File: src/sv/bed_pkg.sv
// Shared types and constants for the backslash escape decoder.
// No dependencies; imported by every module of the block.
package bed_pkg;

    localparam int COUNT_BITS = 16;     // width of the saturating byte counter
    localparam int Q_DEPTH    = 4;      // entries in the front-to-back queue
    localparam int Q_PTR_W    = $clog2(Q_DEPTH);
    localparam int Q_CNT_W    = $clog2(Q_DEPTH + 1);

    localparam int S_DATA_W   = 8;      // in_byte
    localparam int M_DATA_W   = 24;     // out_byte, total_count
    localparam int M_USER_W   = 3;      // byte_valid, fail, finished

    localparam logic [7:0] CH_BSL  = 8'h5c;
    localparam logic [7:0] CH_ESC  = 8'h1b;
    localparam logic [7:0] CH_MAX  = 8'hff;
    localparam logic [7:0] CH_A    = 8'h41;
    localparam logic [7:0] CH_USCR = 8'h5f;

    typedef enum logic [2:0] {
        M_IDLE = 3'd0,
        M_ESC  = 3'd1,
        M_CTRL = 3'd2,
        M_HEX0 = 3'd3,
        M_HEX1 = 3'd4,
        M_OCT1 = 3'd5,
        M_OCT2 = 3'd6,
        M_DROP = 3'd7
    } mode_t;

    // One classified input item: one or two results to be given.
    typedef struct packed {
        logic       two;    // a second result follows the first
        logic       done0;  // first result is the done result
        logic       done1;  // second result is the done result
        logic       fail;   // fail flag shown in a done result
        logic [7:0] byte0;
        logic [7:0] byte1;
    } rec_t;

    typedef struct packed {
        logic full;
        logic empty;
    } q_stat_t;

endpackage

File: src/sv/bed_front.sv
// Front part: escape state machine that classifies each accepted byte.
// Depends on bed_pkg; pushes result records into bed_queue.
module bed_front (
    input  logic                       aclk,
    input  logic                       aresetn,
    input  logic                       s_tvalid,
    output logic                       s_tready,
    input  logic [7:0]                 in_byte,
    input  logic                       end_mark,
    input  bed_pkg::q_stat_t           q_stat,
    output logic                       push,
    output bed_pkg::rec_t              rec
);
    import bed_pkg::*;

    mode_t      mode_reg, mode_next;
    logic [7:0] digit_reg, digit_next;
    logic       has_res;
    logic       accept;
    logic [4:0] hex_v;
    logic       is_oct;
    logic [7:0] ctl_u;
    logic [10:0] oct_v;

    function automatic logic [4:0] hex_val(input logic [7:0] c);
        logic [4:0] r;
        r = 5'd0;
        if (c >= 8'h30 && c <= 8'h39) begin
            r = {1'b1, 4'(c - 8'h30)};
        end else if (c >= 8'h61 && c <= 8'h66) begin
            r = {1'b1, 4'(c - 8'h57)};
        end else if (c >= 8'h41 && c <= 8'h46) begin
            r = {1'b1, 4'(c - 8'h37)};
        end
        return r;
    endfunction

    // hold off the sender while in reset
    assign s_tready = aresetn && !q_stat.full;
    assign accept   = s_tvalid && s_tready;
    assign push     = accept && has_res;

    assign hex_v  = hex_val(in_byte);
    assign is_oct = (in_byte[7:3] == 5'b00110);
    assign ctl_u  = (in_byte >= 8'h61 && in_byte <= 8'h7a) ? in_byte - 8'h20 : in_byte;
    assign oct_v  = {digit_reg, in_byte[2:0]};

    always_comb begin
        mode_next  = mode_reg;
        digit_next = digit_reg;
        has_res    = 1'b0;
        rec        = '0;
        if (end_mark) begin
            // flush the pending escape, then the done result
            has_res    = 1'b1;
            mode_next  = M_IDLE;
            digit_next = 8'd0;
            unique case (mode_reg)
                M_ESC: begin
                    rec.two   = 1'b1;
                    rec.byte0 = CH_BSL;
                    rec.done1 = 1'b1;
                end
                M_HEX1, M_OCT1, M_OCT2: begin
                    rec.two   = 1'b1;
                    rec.byte0 = digit_reg;
                    rec.done1 = 1'b1;
                end
                M_CTRL, M_HEX0: begin
                    rec.done0 = 1'b1;
                    rec.fail  = 1'b1;
                end
                M_DROP: begin
                    rec.done0 = 1'b1;
                    rec.fail  = 1'b1;
                end
                default: begin
                    rec.done0 = 1'b1;
                end
            endcase
        end else begin
            unique case (mode_reg)
                M_IDLE: begin
                    if (in_byte == CH_BSL) begin
                        mode_next = M_ESC;
                    end else begin
                        has_res   = 1'b1;
                        rec.byte0 = in_byte;
                    end
                end
                M_ESC: begin
                    mode_next = M_IDLE;
                    has_res   = 1'b1;
                    rec.byte0 = in_byte;
                    unique case (in_byte)
                        8'h61: rec.byte0 = 8'h07;      // a
                        8'h62: rec.byte0 = 8'h08;      // b
                        8'h65, 8'h45: rec.byte0 = CH_ESC;
                        8'h66: rec.byte0 = 8'h0c;      // f
                        8'h6e: rec.byte0 = 8'h0a;      // n
                        8'h72: rec.byte0 = 8'h0d;      // r
                        8'h74: rec.byte0 = 8'h09;      // t
                        8'h76: rec.byte0 = 8'h0b;      // v
                        8'h63: begin                   // c
                            has_res   = 1'b0;
                            mode_next = M_CTRL;
                        end
                        8'h78: begin                   // x
                            has_res   = 1'b0;
                            mode_next = M_HEX0;
                        end
                        default: begin
                            if (is_oct) begin
                                has_res    = 1'b0;
                                digit_next = {5'd0, in_byte[2:0]};
                                mode_next  = M_OCT1;
                            end
                        end
                    endcase
                end
                M_CTRL: begin
                    if (ctl_u >= CH_A && ctl_u <= CH_USCR) begin
                        has_res   = 1'b1;
                        rec.byte0 = ctl_u - 8'h40;
                        mode_next = M_IDLE;
                    end else begin
                        mode_next = M_DROP;
                    end
                end
                M_HEX0: begin
                    if (hex_v[4]) begin
                        digit_next = {4'd0, hex_v[3:0]};
                        mode_next  = M_HEX1;
                    end else begin
                        mode_next = M_DROP;
                    end
                end
                M_DROP: begin
                    mode_next = M_DROP;
                end
                default: begin
                    // M_HEX1, M_OCT1, M_OCT2: digit or close of the escape
                    has_res   = 1'b1;
                    mode_next = M_IDLE;
                    if (mode_reg == M_HEX1 && hex_v[4]) begin
                        rec.byte0 = {digit_reg[3:0], hex_v[3:0]};
                    end else if (mode_reg == M_OCT1 && is_oct) begin
                        has_res    = 1'b0;
                        digit_next = oct_v[7:0];
                        mode_next  = M_OCT2;
                    end else if (mode_reg == M_OCT2 && is_oct && oct_v <= {3'd0, CH_MAX}) begin
                        rec.byte0 = oct_v[7:0];
                    end else begin
                        // give the gathered value, then treat this byte as plain
                        rec.byte0 = digit_reg;
                        if (in_byte == CH_BSL) begin
                            mode_next = M_ESC;
                        end else begin
                            rec.two   = 1'b1;
                            rec.byte1 = in_byte;
                        end
                    end
                end
            endcase
        end
    end

    always_ff @(posedge aclk) begin
        if (!aresetn) begin
            mode_reg  <= M_IDLE;
            digit_reg <= 8'd0;
        end else if (accept) begin
            mode_reg  <= mode_next;
            digit_reg <= digit_next;
        end
    end

endmodule

File: src/sv/bed_queue.sv
// Short record queue between the front and back parts.
// Depends on bed_pkg for the record type and depth.
module bed_queue (
    input  logic                aclk,
    input  logic                aresetn,
    input  logic                push,
    input  bed_pkg::rec_t       wr_rec,
    input  logic                pop,
    output bed_pkg::rec_t       rd_rec,
    output bed_pkg::q_stat_t    q_stat
);
    import bed_pkg::*;

    rec_t               mem [Q_DEPTH];
    logic [Q_PTR_W-1:0] wr_ptr_reg, rd_ptr_reg;
    logic [Q_CNT_W-1:0] cnt_reg;
    logic               do_push, do_pop;

    assign q_stat.full  = (cnt_reg == Q_CNT_W'(Q_DEPTH));
    assign q_stat.empty = (cnt_reg == '0);
    assign do_push      = push && !q_stat.full;
    assign do_pop       = pop && !q_stat.empty;
    assign rd_rec       = mem[rd_ptr_reg];

    always_ff @(posedge aclk) begin
        if (do_push) begin
            mem[wr_ptr_reg] <= wr_rec;
        end
    end

    always_ff @(posedge aclk) begin
        if (!aresetn) begin
            wr_ptr_reg <= '0;
            rd_ptr_reg <= '0;
            cnt_reg    <= '0;
        end else begin
            if (do_push) begin
                wr_ptr_reg <= (wr_ptr_reg == Q_PTR_W'(Q_DEPTH - 1)) ? '0 : wr_ptr_reg + 1'b1;
            end
            if (do_pop) begin
                rd_ptr_reg <= (rd_ptr_reg == Q_PTR_W'(Q_DEPTH - 1)) ? '0 : rd_ptr_reg + 1'b1;
            end
            cnt_reg <= cnt_reg + Q_CNT_W'(do_push) - Q_CNT_W'(do_pop);
        end
    end

endmodule

File: src/sv/bed_back.sv
// Back part: expands records into result transfers and keeps the byte count.
// Depends on bed_pkg; pops records from bed_queue.
module bed_back (
    input  logic                           aclk,
    input  logic                           aresetn,
    input  bed_pkg::rec_t                  q_rec,
    input  bed_pkg::q_stat_t               q_stat,
    output logic                           pop,
    output logic                           m_tvalid,
    input  logic                           m_tready,
    output logic [bed_pkg::M_DATA_W-1:0]   m_tdata,
    output logic [bed_pkg::M_USER_W-1:0]   m_tuser,
    output logic                           m_tlast
);
    import bed_pkg::*;

    logic                  valid_reg;
    logic [M_DATA_W-1:0]   data_reg;
    logic [M_USER_W-1:0]   user_reg;
    logic                  last_reg;
    logic                  sec_reg;
    logic                  sec_done_reg;
    logic                  sec_fail_reg;
    logic [7:0]            sec_byte_reg;
    logic [COUNT_BITS-1:0] cnt_reg, cnt_inc;
    logic                  load;
    logic                  sel_done, sel_fail, sel_last;
    logic [7:0]            sel_byte;

    function automatic logic [15:0] shown(input logic [COUNT_BITS-1:0] c);
        logic [31:0] w;
        w = 32'(c);
        return (w > 32'h0000_ffff) ? 16'hffff : w[15:0];
    endfunction

    assign load    = !valid_reg || m_tready;
    assign pop     = load && !sec_reg && !q_stat.empty;
    assign cnt_inc = (cnt_reg == '1) ? cnt_reg : cnt_reg + 1'b1;

    always_comb begin
        if (sec_reg) begin
            sel_done = sec_done_reg;
            sel_fail = sec_fail_reg;
            sel_byte = sec_byte_reg;
            sel_last = 1'b1;
        end else begin
            sel_done = q_rec.done0;
            sel_fail = q_rec.fail;
            sel_byte = q_rec.byte0;
            sel_last = !q_rec.two;
        end
    end

    always_ff @(posedge aclk) begin
        if (load) begin
            last_reg <= sel_last;
            if (sel_done) begin
                data_reg <= {shown(cnt_reg), 8'd0};
                user_reg <= {1'b1, sel_fail, 1'b0};
            end else begin
                data_reg <= {shown(cnt_inc), sel_byte};
                user_reg <= {1'b0, 1'b0, 1'b1};
            end
        end
        if (pop) begin
            sec_done_reg <= q_rec.done1;
            sec_fail_reg <= q_rec.fail;
            sec_byte_reg <= q_rec.byte1;
        end
    end

    always_ff @(posedge aclk) begin
        if (!aresetn) begin
            valid_reg <= 1'b0;
            sec_reg   <= 1'b0;
            cnt_reg   <= '0;
        end else if (load) begin
            if (sec_reg || !q_stat.empty) begin
                valid_reg <= 1'b1;
                cnt_reg   <= sel_done ? '0 : cnt_inc;
                sec_reg   <= sec_reg ? 1'b0 : q_rec.two;
            end else begin
                valid_reg <= 1'b0;
            end
        end
    end

    assign m_tvalid = valid_reg;
    assign m_tdata  = data_reg;
    assign m_tuser  = user_reg;
    assign m_tlast  = last_reg;

endmodule

File: src/sv/backslash_escape_decoder.sv
// Top level of the backslash escape decoder: front, queue and back parts.
// Depends on bed_pkg, bed_front, bed_queue and bed_back.
//
//   channel | dir | tdata               | tuser                       | tlast
//   s_      | in  | [7:0] in_byte       | -                           | end_mark
//   m_      | out | [7:0] out_byte,     | [0] byte_valid, [1] fail,   | run_last
//           |     | [23:8] total_count  | [2] finished                |
//
// One input transfer per cycle while the record queue has room. Each item
// is classified in the cycle it is accepted and reaches m_ through the
// record queue and the output register; an item that yields two results
// holds the output for both, and the four-entry record queue absorbs this so input
// keeps flowing. Reset is synchronous on aresetn low; no clearing pass.
// A stalled m_ side fills the queue, then drops s_tready; neither side
// depends combinationally on the other's handshake.
module backslash_escape_decoder (
    input  logic                          aclk,
    input  logic                          aresetn,
    input  logic                          s_tvalid,
    output logic                          s_tready,
    input  logic [bed_pkg::S_DATA_W-1:0]  s_tdata,   // [7:0] in_byte
    input  logic                          s_tlast,   // end_mark
    output logic                          m_tvalid,
    input  logic                          m_tready,
    output logic [bed_pkg::M_DATA_W-1:0]  m_tdata,   // [7:0] out_byte, [23:8] total_count
    output logic [bed_pkg::M_USER_W-1:0]  m_tuser,   // [0] byte_valid, [1] fail, [2] finished
    output logic                          m_tlast    // run_last
);
    import bed_pkg::*;

    rec_t    wr_rec, rd_rec;
    q_stat_t q_stat;
    logic    push, pop;

    // Classify each byte against the escape state
    bed_front u_front (
        .aclk     (aclk),
        .aresetn  (aresetn),
        .s_tvalid (s_tvalid),
        .s_tready (s_tready),
        .in_byte  (s_tdata[7:0]),
        .end_mark (s_tlast),
        .q_stat   (q_stat),
        .push     (push),
        .rec      (wr_rec)
    );

    // Hold records between the two halves
    bed_queue u_queue (
        .aclk    (aclk),
        .aresetn (aresetn),
        .push    (push),
        .wr_rec  (wr_rec),
        .pop     (pop),
        .rd_rec  (rd_rec),
        .q_stat  (q_stat)
    );

    // Expand records into transfers, count decoded bytes
    bed_back u_back (
        .aclk     (aclk),
        .aresetn  (aresetn),
        .q_rec    (rd_rec),
        .q_stat   (q_stat),
        .pop      (pop),
        .m_tvalid (m_tvalid),
        .m_tready (m_tready),
        .m_tdata  (m_tdata),
        .m_tuser  (m_tuser),
        .m_tlast  (m_tlast)
    );

endmodule

File: config.mk
export PLATFORM = sky130hd
export DESIGN_NAME = backslash_escape_decoder
export DESIGN_NICKNAME = d
export VERILOG_FILES = /design/src/sv/bed_pkg.sv /design/src/sv/bed_front.sv /design/src/sv/bed_queue.sv /design/src/sv/bed_back.sv /design/src/sv/backslash_escape_decoder.sv
export SDC_FILE = /design/constraint.sdc
export NUM_CORES = 1
export LEC_CHECK = 0
export ABC_AREA = 1
export BUFFER_PORTS_ARGS = -buffer_cell sky130_fd_sc_hd__buf_4
export CAP_MARGIN = 20
export CORE_ASPECT_RATIO = 1.1
export CORE_MARGIN = 3
export CORE_UTILIZATION = 56
export DETAILED_ROUTE_END_ITERATION = 10
export PLACE_DENSITY_LB_ADDON = 0.08
export SLEW_MARGIN = 0
export SYNTH_ARGS = -nofsm -noshare
export SYNTH_HDL_FRONTEND = slang
export SYNTH_SLANG_ARGS = --single-unit
File: constraint.sdc
create_clock -name aclk -period 3.15 [get_ports aclk]
set_input_delay 0 -clock aclk [delete_from_list [all_inputs] [get_ports aclk]]
set_output_delay 0 -clock aclk [all_outputs]
set_load 0.02 [all_outputs]
* Word level (Yosys, flattened, before mapping)
Memory sizes are Yosys's and may differ from the RTL's. A register that Yosys moved wholly into a read port is not among the register bits.
Cells that the tools add are included.
** Word-level totals
- Input port bits :: 13
- Bits in registers :: 74
- Memories :: 1
- RAM bits :: 80
- Output and inout port bits :: 30
** Memory list
- u_queue.mem :: words 4, width 20, rd ports 1, clocked after memory_dff 1, write ports 1, line bed_queue.sv:14 : rec_t mem [Q_DEPTH];
** Operators by class
- $lt $le $gt $ge :: 10
- Add/sub/neg operators :: 10
- Eq/ne operators :: 30
- Reductions and logical operators :: 39
- Muxes and demuxes :: 67
** Operator list (number)
- two-way mux 8 bit :: 17
- equality test 8 x 7 -> 1 bit, second input constant :: 12
- case mux 8 bit (8 select lines) :: 1
- two-way mux 16 bit :: 3
- <= comparator 8 x 7 -> 1 bit, second input constant :: 4
- case mux 8 bit (4 select lines) :: 1
- greater-or-equal comparator 8 x 7 -> 1 bit, second input constant :: 3
- two-way mux 24 bit :: 1
- two-way mux 3 bit :: 8
- case mux 8 bit (3 select lines) :: 1
- two-way mux 1 bit :: 22
- adder 16 x 1 -> 16 bit, second input constant :: 1
- equality test 16 bit, second input constant :: 1
- logical AND 1 bit :: 16
- case mux 8 bit (2 select lines) :: 1
- equality test 3 bit, second input constant :: 5
- two-way mux 5 bit :: 3
- case mux 3 bit (5 select lines) :: 1
- <= comparator 11 x 8 -> 1 bit, second input constant :: 1
- OR reduction 11 bit :: 1
- two-way mux 2 bit :: 5
- != test 3 x 2 -> 1 bit, second input constant :: 3
- case mux 3 bit (3 select lines) :: 1
- OR reduction 3 bit :: 3
- other kinds (28) :: 41

* Depth between registers and ports, before layout
Gate-level depths: netlist of the first run.
- Word-level depth :: 13
- Gate-level depth with buffers :: 21
- Depth with buffers taken out :: 20

* Cells and area by module
A second synthesis of the first run with hierarchy kept.
** Unflattened totals
- Cell total of the unflattened synthesis :: 953
- Area total of the unflattened synthesis :: 8212.9 um^2
** By module, submodules not included
- bed_queue :: times used 1, cells an instance 260, area each 3429.5 um^2, seq. area each 2582.5 um^2
- bed_back :: times used 1, cells an instance 294, area each 2607.5 um^2, seq. area each 1501.4 um^2
- bed_front :: times used 1, cells an instance 399, area each 2175.8 um^2, seq. area each 220.2 um^2

* Worst setup path after synthesis of the first run
Ideal clock, no wire load.
- Path kind :: input port to flip-flop
- From :: input port s_tdata[1] (netlist name)
- To :: memory u_queue.mem[0][0] (netlist name) (enable)
- Required time :: 2753 ps
- Slack :: 141 ps
- Cell stages on the path :: 17
- Library setup time :: 397 ps
- Arrival :: 2612 ps
- Path through :: clkbuf_2 inv_1 ha_1 inv_1 nand3_1 nand2_1 nand2_1 nand2_1 inv_1 a21oi_1 ha_1 o21ai_0 nand3_1 nand4_1 nand3_2 nand2_1 nor2_1
** Between the ends
- Cells in the longest elaborated chain, start to end :: 13
** RTL lines
- from (decl) :: line backslash_escape_decoder.sv:21 : input logic [bed_pkg::S_DATA_W-1:0] s_tdata,
- branches (longest 7 deep; another with greater-or-equal comparator 8 x 7 -> 1 bit)
- case mux 1 bit (4 select lines) (*) :: line bed_front.sv:82 : unique case (mode_reg)
- two-way mux 1 bit (*) :: line bed_front.sv:53 : if (end_mark) begin
- logical AND 1 bit (*) :: line bed_front.sv:41 : assign push = accept && has_res;
- logical AND 1 bit (*) :: line bed_queue.sv:21 : assign do_push = push && !q_stat.full;
- two-way mux 1 bit (*) :: line bed_queue.sv:26 : if (do_push) begin
- two-way mux 1 bit (not written as such) (*) :: line bed_queue.sv:27 : mem[wr_ptr_reg] <= wr_rec;
- to (decl) :: line bed_queue.sv:14
Mark *: on every way between the ends.

* Worst setup path after layout of the first run
- From :: register u_back.sec_reg
- To :: register u_back.data_reg[20], in the netlist u_back.m_tdata[20], data pin
** Between the ends
- Cells in the longest elaborated chain, start to end :: 2
** RTL lines
- from (decl) :: line bed_back.sv:21 : logic sec_reg;
- from (signal assigned) :: line bed_back.sv:81 : sec_reg <= sec_reg ? 1'b0 : q_rec.two;
- two-way mux 1 bit :: line bed_back.sv:41 : if (sec_reg) begin
- net u_back.sel_done :: line bed_back.sv:27 : logic sel_done, sel_fail, sel_last;
- two-way mux 24 bit :: line bed_back.sv:57 : if (sel_done) begin
- to (signal assigned) :: line bed_back.sv:58 : data_reg <= {shown(cnt_reg), 8'd0};
- to (signal assigned) :: line bed_back.sv:61 : data_reg <= {shown(cnt_inc), sel_byte};
- to (decl) :: line bed_back.sv:18 : logic [M_DATA_W-1:0] data_reg;
The timed path passes the listed nets, and every way through them passes these cells.
A chain may end at the register's enable or synchronous reset.

==> out/results.txt, run 1 <==
Status -> complete, no violations
CP most frequent cell -> o21ai_0
Sequential-to-total area share from yosys stat -> 0.534
DRC -> 0
Starting Density -> 0.577
Final setup vio count -> 0
Skew-Pair Late Insertion Delay -> 0.41 ns
Distinct cells, synth -> 47
Number of synthesized flops with an enable pin -> 118
Post-CTS setup buffer count -> 0
Die area -> 15,900 um^2
Share of post-route cells with drive strength above 1 -> 0.134
CP Max Fanout -> 27
Initial antenna violation count -> 0
DP HPWL -> 14,600 um
Number of flip-flops in the largest register -> 80
Area growth from synthesis to layout -> 14.1%
Unrepaired setup endpoints after global routing -> no
Core Area -> 14,000 um^2
DRT iter0 DRCs -> 673
Setup_tns -> 0 ns
Nets -> 1,003
Post-Syn Instances -> 927
FF-to-FF setup slack -> 0.39 ns
Setup Skew -> 0.00745 ns
WP buf/inv -> 2
Gpl congestion -> 0.958
Synth top area cells -> edfxtp_1, dfxtp_1, nand2_1
Leakage -> 3.74 nW
Routed wire length -> 20,400 um
Asr flop ratio synth -> 0
TritonCTS clock tree -> done
N_diodes -> 0
Synth top cells by count -> nand2_1, nor2_1, edfxtp_1
TritonCTS Buffers -> 17
Crit. End Element -> flop
Max-Cap Viols -> 0
ANT nets after route -> 0
Finished Layout Cells -> 1,173
Leading area contributor after synthesis -> edfxtp_1
CP Class -> reg -> reg
PortBufs -> 42
CTS Sinks -> 156
Power per cell area -> 777 nW/um^2
Startpoint Class -> flop
H-Tree Depth -> 4
Rows -> 45
Min Tclk post-route -> 2.76 ns
Hold crit path type -> in -> reg
Top FF cell, synth -> edfxtp_1
Drt wl/cell -> 17.4 um
Area of the mapped netlist -> 8060 um^2
Grt ovf -> 0
Clock Pin Slew Worst Setup and Hold Paths -> 0.06 ns
Die Ht -> 132 um
Most frequent cell after synthesis -> nand2_1
CTS root buffer -> clkbuf_16
Final Hold Viols -> 0
Detailed-router iteration count before antenna repair -> 5
Worst-margin pin slew -> 1.04 ns
Yosys reg bits -> 156
Detailed-route via count -> 6,807
GRT Total Usage -> 0.261
Worst vdd ir -> 0.364 mV
DR vias/cell -> 5.80
CP arrival -> 3.00 ns
Crit-path slowest cell -> o21ai_2
Width of the chip -> 120 um
Longest Clk Path Bufs -> 2
Top-area cell type share of the netlist area -> 0.440
Period utilisation layout -> 0.876
Max-slew violation count -> 0
CP delay by family, top -> compound AO/OA/AOI/OAI gates
Max Freq -> 362 MHz
Placed insts -> 1,140
Syn Area/Cell -> 8.70 um^2
Synth warnings -> 0
WP data required -> 3.39 ns
Rel. slew slack -> 0.306
IO Count -> 43
Critical-path cell list -> inv_1 -> o21ai_2 -> clkinv_1 -> a21oi_1 -> o21ai_0 -> o21ai_0
Largest net degree at the start of global routing -> 41
Vias in the first global route -> 6,540
Syn nets -> 958
CP max stage delay -> 0.90 ns
First-pass GRT wire length -> 32,800 um
==> cells by family (layout without fill, tap and decap cells) <==
logic type,after synthesis,in the layout,share of synthesized area
simple gates,413,413,0.227
compound gates,198,198,0.134
xor+xnor,6,6,0.00652
fa+ha+maj,18,18,0.0289
flops,156,156,0.534
buf+inv,136,194,0.0697
==> where the power goes <==
part | leakage, nW | switching (mW) | internal (mW)
clock | 0.265 | 0.765 | 1.16
sequential | 1.43 | 0.190 | 2.74
combinational | 2.04 | 1.56 | 0.731
total | 3.74 | 2.52 | 4.63
==> final timing paths <==
path	cells after the start	to	start
max	6	u_back.m_tdata[20]$_DFFE_PN_	u_back.sec_reg$_SDFFE_PN0P_
min	4	u_front.mode_reg[0]$_SDFFE_PN0P_	s_tlast
max reg2reg	6	u_back.m_tdata[20]$_DFFE_PN_	u_back.sec_reg$_SDFFE_PN0P_
min reg2reg	2	u_front.digit_reg[7]$_SDFFE_PN0P_	u_front.digit_reg[7]$_SDFFE_PN0P_
==> cell type report <==
type | instances | area (um^2)
Fill cell | 1168 | 4770
Multi-Input combinational cell | 635 | 3200
Sequential cell | 156 | 4300
Clock inverter | 12 | 123
Clock buffer | 20 | 437
Inverter | 98 | 368
Tap cell | 188 | 235
Timing Repair Buffer | 64 | 533
==> stage by stage <==
step	util	total power, mW	hold WS, ns	setup WS (ns)	cell area, um^2
after floorplan	-	4.45	0.290	0.141	8060
after global placement	0.618	5.16	0.380	0.161	8630
after detailed placement	0.618	5.25	0.389	0.0278	8630
after CTS	0.659	7.16	0.0529	0.451	9200
after global routing	0.659	7.57	0.0698	0.0972	9200
final	0.659	7.14	0.0637	0.390	9200
==> layer usage <==
layer,global-route usage,wire length [um],vias to the layer above
li1,-,-,3249
met1,0.337,8300,3199
met2,0.436,10000,309
met3,0.0446,1370,50
met4,0.106,709,0
met5,0,0,-
==> worst reg2reg max path: stages (launching register included) <==
cell      delay (ns)
dfxtp_1         0.32
inv_1           0.23
o21ai_2         0.90
clkinv_1        0.56
a21oi_1         0.31
o21ai_0         0.16
o21ai_0         0.11
==> layout by cell type (no fill, tap or decap), types with 2 or more instances in the layout <==
master and instances:
o21ai_1 8, nand4_2 2, nor4_1 3, edfxtp_1 118, nand3_1 61, nor3_1 10, o21ai_2 2, o21ai_0 104
clkinv_1 6, nand2_2 5, o211ai_1 10, a21oi_1 45, xor2_1 6, nand2_1 177, buf_4 59, clkinv_2 3
o2111ai_1 2, nor2_1 121, inv_2 8, nand4_1 7, bufinv_16 2, clkbuf_1 3, o22ai_1 20, ha_1 17
inv_1 86, nor2_2 8, nand2_4 2, dfxtp_1 38, clkbuf_16 17, nor2_4 2, buf_12 4, or2_2 3
clkinvlp_4 3, nand3_2 6
==> what timing repair did <==
action                     4_1_cts  5_1_grt
hold buffers                     1        0
gates resized for setup          0        0
setup endpoints to repair        0        0
hold endpoints to repair        23        0
Note: power is estimated with default switching activity, not from simulation.
==> inputs of run 2 (changes only) <==
- CORE_UTILIZATION: 56 -> 55
==> run 2 against run 1 <==
Core utilization decreased by 0.20 points. Worst setup slack improved by 0.085 ns. Sequential cell count unchanged. Register-to-register slack improved by 0.09 ns. Power increased by 2.4%. Worst hold slack got worse by 0.017 ns. Critical endpoint is now u_queue.cnt_reg[2]$_SDFF_PN0_. Fmax increased by 3.2%. Cell count about the same. Non-clock buffer count increased by 1. Combinational power increased by 2%.
==> out/results.txt, run 2 (synthesis results as in run 1) <==
Final Power -> 7.31 mW
N_diodes -> 0
Area growth from synthesis to layout -> 14.6%
Rel. slew slack -> 0.429
CP arrival -> 3.04 ns
DP HPWL -> 14,600 um
Die Ht -> 133 um
Switch Pwr -> 2.59 mW
DP Area -> 8630 um^2
Starting Density -> 0.573
Number of flip-flops in the largest register -> 80
Clock network power share -> 0.281
Detailed-route via count -> 6,718
Width of the chip -> 121 um
Commonest non-fill, non-tap cell in the layout -> nand2_1
DRC -> 0
Pre-CTS setup slack -> 0.0643 ns
Worst-margin pin slew -> 0.855 ns
Worst vdd ir -> 0.376 mV
ANT nets after route -> 0
Detailed-router iteration count before antenna repair -> 6
Power per cell area -> 791 nW/um^2
Die area -> 16,100 um^2
IO Count -> 43
CTS Sinks -> 156
Routed wire length -> 20,700 um
Max-slew violation count -> 0
Final setup vio count -> 0
Hold crit path type -> in -> reg
H-Tree Depth -> 4
Startpoint Class -> input pin
First-pass GRT wire length -> 33,300 um
TritonCTS clock tree -> done
Min Tclk post-route -> 2.67 ns
CP Class -> in -> reg
Status -> complete, no violations
Register area -> 4300 um^2
Final Cell Area -> 9240 um^2
Setup_tns -> 0 ns
Largest net degree at the start of global routing -> 41
Leakage -> 3.76 nW
Period utilisation layout -> 0.849
PortBufs -> 42
Share of post-route cells with drive strength above 1 -> 0.137
Flop pwr share -> 0.401
WP data required -> 3.51 ns
Final Hold Viols -> 0
Rows -> 45
Nets -> 1,004
Switching Fraction -> 0.354
Setup Skew -> 0.0150 ns
TritonCTS Buffers -> 17
Vias in the first global route -> 6,445
Area of the multi-input gates -> 3200 um^2
Drt wl/cell -> 17.6 um
Max Freq -> 374 MHz
Finished Layout Cells -> 1,174
Grt ovf -> 0
Initial antenna violation count -> 0
DR vias/cell -> 5.72
Commonest non-fill, non-tap cells in the layout -> nand2_1, nor2_1, edfxtp_1
Unrepaired setup endpoints after global routing -> no
Max-Cap Viols -> 0
Worst setup margin -> 0.475 ns
CTS root buffer -> clkbuf_16
Gpl congestion -> 0.946
CP Max Fanout -> 10
Combinational power share -> 0.318
Core Area -> 14,100 um^2
DRT iter0 DRCs -> 743
Placed insts -> 1,141
# fillers -> 1,191
Crit. End Element -> flop
Clock Pin Slew Worst Setup and Hold Paths -> 0.07 ns
Longest Clk Path Bufs -> 2
Post_cts resized -> 0
Internal -> 4.72 mW
Skew-Pair Late Insertion Delay -> 0.43 ns
GRT Total Usage -> 0.265
[run 2: changes by cell type in the layout (fill, tap and decap cells not counted)]
cell,previous run,this run
clkinv_2,3,1
clkinv_4,1,3
buf_4,59,60
bufinv_16,2,3
clkbuf_1,3,2
clkinv_1,6,5
inv_6,1,2
[run 2: cell type report]
class | count | share of cell area
repair buffers | 65 | 0.0585
multi-input cells | 635 | 0.346
flip-flops and latches | 156 | 0.466
inverters | 98 | 0.0398
well taps | 188 | 0.0255
clock buffers | 19 | 0.0468
clock inverters | 13 | 0.0179
[run 2: path summary, 6_finish.rpt]
kind / cells past startpoint / slack, ns / to / from
setup / recovery: 21 / 0.48 / u_queue.cnt_reg[2]$_SDFF_PN0_ / s_tdata[0]
hold / removal: 4 / 0.05 / u_front.mode_reg[0]$_SDFFE_PN0P_ / s_tlast
setup reg to reg: 13 / 0.48 / u_queue.cnt_reg[2]$_SDFF_PN0_ / u_front.mode_reg[1]$_SDFFE_PN0P_
hold reg to reg: 2 / 0.48 / u_front.digit_reg[7]$_SDFFE_PN0P_ / u_front.digit_reg[7]$_SDFFE_PN0P_
[run 2: power by group through the flow]
stage	Combinational, mW	Clock, mW	Sequential [mW]
after floorplan	1.32	0	3.14
after global placement	2.22	0	2.95
after detailed placement	2.31	0	2.97
after CTS	2.33	2.07	2.93
after global routing	2.60	2.18	2.97
final	2.33	2.05	2.93
[run 2: worst max-delay path: stages]
cell,delay (ns)
buf_4,0.15
inv_1,0.16
ha_1,0.24
inv_1,0.07
nor2_1,0.11
nand2_1,0.07
nand3_1,0.08
nand3_1,0.10
nand2_1,0.10
inv_1,0.05
ha_1,0.20
o21ai_0,0.08
nand3_1,0.14
nand4_1,0.16
nand3_2,0.14
nand2_1,0.11
inv_1,0.05
ha_1,0.19
fa_1,0.42
or2_2,0.30
a21oi_1,0.11
[run 2: metrics by stage]
stage / utilization / hold WS (ns)
CTS: 0.657 / 0.0391
floorplan: - / 0.290
global route: 0.657 / 0.0934
detailed placement: 0.613 / 0.395
finish: 0.657 / 0.0469
global placement: 0.613 / 0.391
[run 2: per-layer routing]
layer | GRT usage | vias to the layer above | share of wire | wire [um]
li1 | - | 3250 | - | -
met1 | 0.354 | 3167 | 0.42 | 8640
met5 | 0 | - | 0 | 0
met4 | 0.102 | 0 | 0.032 | 652
met2 | 0.427 | 258 | 0.49 | 10100
met3 | 0.0517 | 43 | 0.062 | 1290
[run 2: what timing repair did]
| action | CTS | global route |
|---|---|---|
| hold endpoints to repair | 25 | 0 |
| setup endpoints to repair | 0 | 0 |
| hold buffers | 1 | 0 |
| buffers inserted | 0 | 0 |
==> inputs of run 3 (changes only) <==
- clock period: 3.15 -> 2.55 ns (I/O delays scaled with it)
==> run 3 against run 2 <==
Sequential cell count stayed put. First-iteration DRC count fell by 22%. Sequential share of layout area down 1.8 points. Global-route usage decreased by 0.44 points. Die area stayed put. Power grew 23%. Via count is 2.2% higher. Sequential power up 24%. Non-clock buffer count grew 44. Combinational power rose by 25%. Cell count grew 3.7%. Core utilization increased by 2.7 points.
==> out/results.txt, run 3 (synthesis results as in run 1) <==
Status -> complete, no violations
Width of the chip -> 121 um
Commonest non-fill, non-tap cells in the layout -> nand2_1, edfxtp_1, nor2_1
Finished Layout Cells -> 1,218
Hold Slack -> 0.0696 ns
CP arrival -> 2.71 ns
Hold EP -> u_front.mode_reg[0]$_SDFFE_PN0P_
FF-to-FF setup slack -> 0.19 ns
Largest net degree at the start of global routing -> 39
Leakage -> 3.97 nW
Drt wl/cell -> 16.5 um
Setup Skew -> 0.00948 ns
Area growth from synthesis to layout -> 19.4%
Unrepaired setup endpoints after global routing -> no
H-Tree Depth -> 4
Power per cell area -> 938 nW/um^2
Worst-margin pin slew -> 0.597 ns
Worst vdd ir -> 0.535 mV
Grt ovf -> 0
Period utilisation layout -> 0.926
Max-slew violation count -> 0
Longest Clk Path Bufs -> 2
CTS root buffer -> clkbuf_16
Hold crit path type -> in -> reg
Global routing usage on met3 -> 0.0475
# fillers -> 1,135
Crit. End Element -> flop
Rows -> 45
DRC -> 0
M1 GR Usage -> 0.338
CTS Sinks -> 156
Core Area -> 14,100 um^2
Grt met2 use -> 0.428
Skew-Pair Late Insertion Delay -> 0.42 ns
Rel. slew slack -> 0.601
Max-Cap Viols -> 0
Final setup vio count -> 0
First-pass GRT wire length -> 32,900 um
TritonCTS clock tree -> done
Min Tclk post-route -> 2.36 ns
Initial antenna violation count -> 0
Clock Pin Slew Worst Setup and Hold Paths -> 0.06 ns
Detailed-route via count -> 6,866
GRT busiest layer -> met2
ANT nets after route -> 0
DRT iter0 DRCs -> 580
N_diodes -> 0
Detailed-router iteration count before antenna repair -> 5
Gpl congestion -> 0.962
DP HPWL -> 14,500 um
Routed wire length -> 20,100 um
Die Ht -> 133 um
DR vias/cell -> 5.64
Number of flip-flops in the largest register -> 80
Crit Reg-Reg Startpoint -> u_front.mode_reg[1]$_SDFFE_PN0P_
CP Max Fanout -> 9
WP data required -> 2.90 ns
Die area -> 16,100 um^2
Commonest non-fill, non-tap cell in the layout -> nand2_1
Startpoint Class -> flop
TritonCTS Buffers -> 17
Placed insts -> 1,185
Worst R2R End -> u_queue.cnt_reg[2]$_SDFF_PN0_
Starting Density -> 0.573
Hold Path Origin -> s_tlast
Vias in the first global route -> 6,554
IO Count -> 43
CP Class -> reg -> reg
Fin util -> 0.684
Nets -> 1,048
Worst Hold Path Cells -> 4
PortBufs -> 42
GRT Total Usage -> 0.261
Final Hold Viols -> 0
Max Freq -> 424 MHz
Cell depth of the worst flop-to-flop path -> 13
Share of post-route cells with drive strength above 1 -> 0.189
[run 3: what timing repair did]
action	4_1_cts	5_1_grt
endpoints found under the setup margin	0	10
resized for setup	0	4
hold buffers	1	0
setup buffers	0	0
endpoints found under the hold margin	28	0
[run 3: worst max path at each step]
stage                                               end                              from  cells after the start
after floorplan           u_queue.cnt_reg[2]$_SDFF_PN0_                        s_tdata[1]                     21
after CTS                  u_back.m_tdata[20]$_DFFE_PN_       u_back.sec_reg$_SDFFE_PN0P_                      7
after detailed placement  u_queue.cnt_reg[2]$_SDFF_PN0_                        s_tdata[1]                     21
after global routing      u_queue.cnt_reg[2]$_SDFF_PN0_  u_front.mode_reg[1]$_SDFFE_PN0P_                     13
final                     u_queue.cnt_reg[2]$_SDFF_PN0_  u_front.mode_reg[1]$_SDFFE_PN0P_                     13
after global placement    u_queue.cnt_reg[2]$_SDFF_PN0_                        s_tdata[1]                     21
[run 3: report_power, final]
group / internal, mW / switching [mW]
Sequential: 3.38 / 0.235
Clock: 1.53 / 0.956
Combinational: 0.993 / 1.93
Total: 5.91 / 3.12
[run 3: layout make-up]
type | instances | area, um^2 | area share
tap | 188 | 235 | 0.0244
sequential | 156 | 4310 | 0.448
timing repair buffer | 109 | 871 | 0.0905
clock buffer | 20 | 437 | 0.0454
clock inverter | 12 | 146 | 0.0152
multi-input combinational | 635 | 3250 | 0.338
inverter | 98 | 370 | 0.0385
[run 3: layer usage]
metal,vias to the layer above,part of all wire,wire length [um]
met4,0,0.036,715
met1,3187,0.41,8170
li1,3339,-,-
met2,287,0.49,9900
met3,53,0.067,1360
met5,-,0,0
[run 3: critical path, cell delays in order (launching register included)]
cell,delay [ns]
dfxtp_2,0.42
nand2_1,0.11
inv_1,0.11
nor2_1,0.06
inv_1,0.14
nor2_1,0.11
nor2_1,0.13
nand3_2,0.14
nand2_4,0.10
inv_1,0.05
ha_2,0.17
fa_2,0.35
or2_2,0.29
a21oi_1,0.11
[run 3: through the flow]
step	worst slack, ns	area (um^2)	TNS, ns	power [mW]
6_report	0.190	9620	0	9.03
3_3_place_gp	-0.0757	9020	-0.0757	6.48
2_1_floorplan	0.00549	8120	0	5.52
3_5_place_dp	-0.181	9020	-0.250	6.58
5_1_grt	0.00371	9620	0	9.59
4_1_cts	0.0694	9610	0	9.08
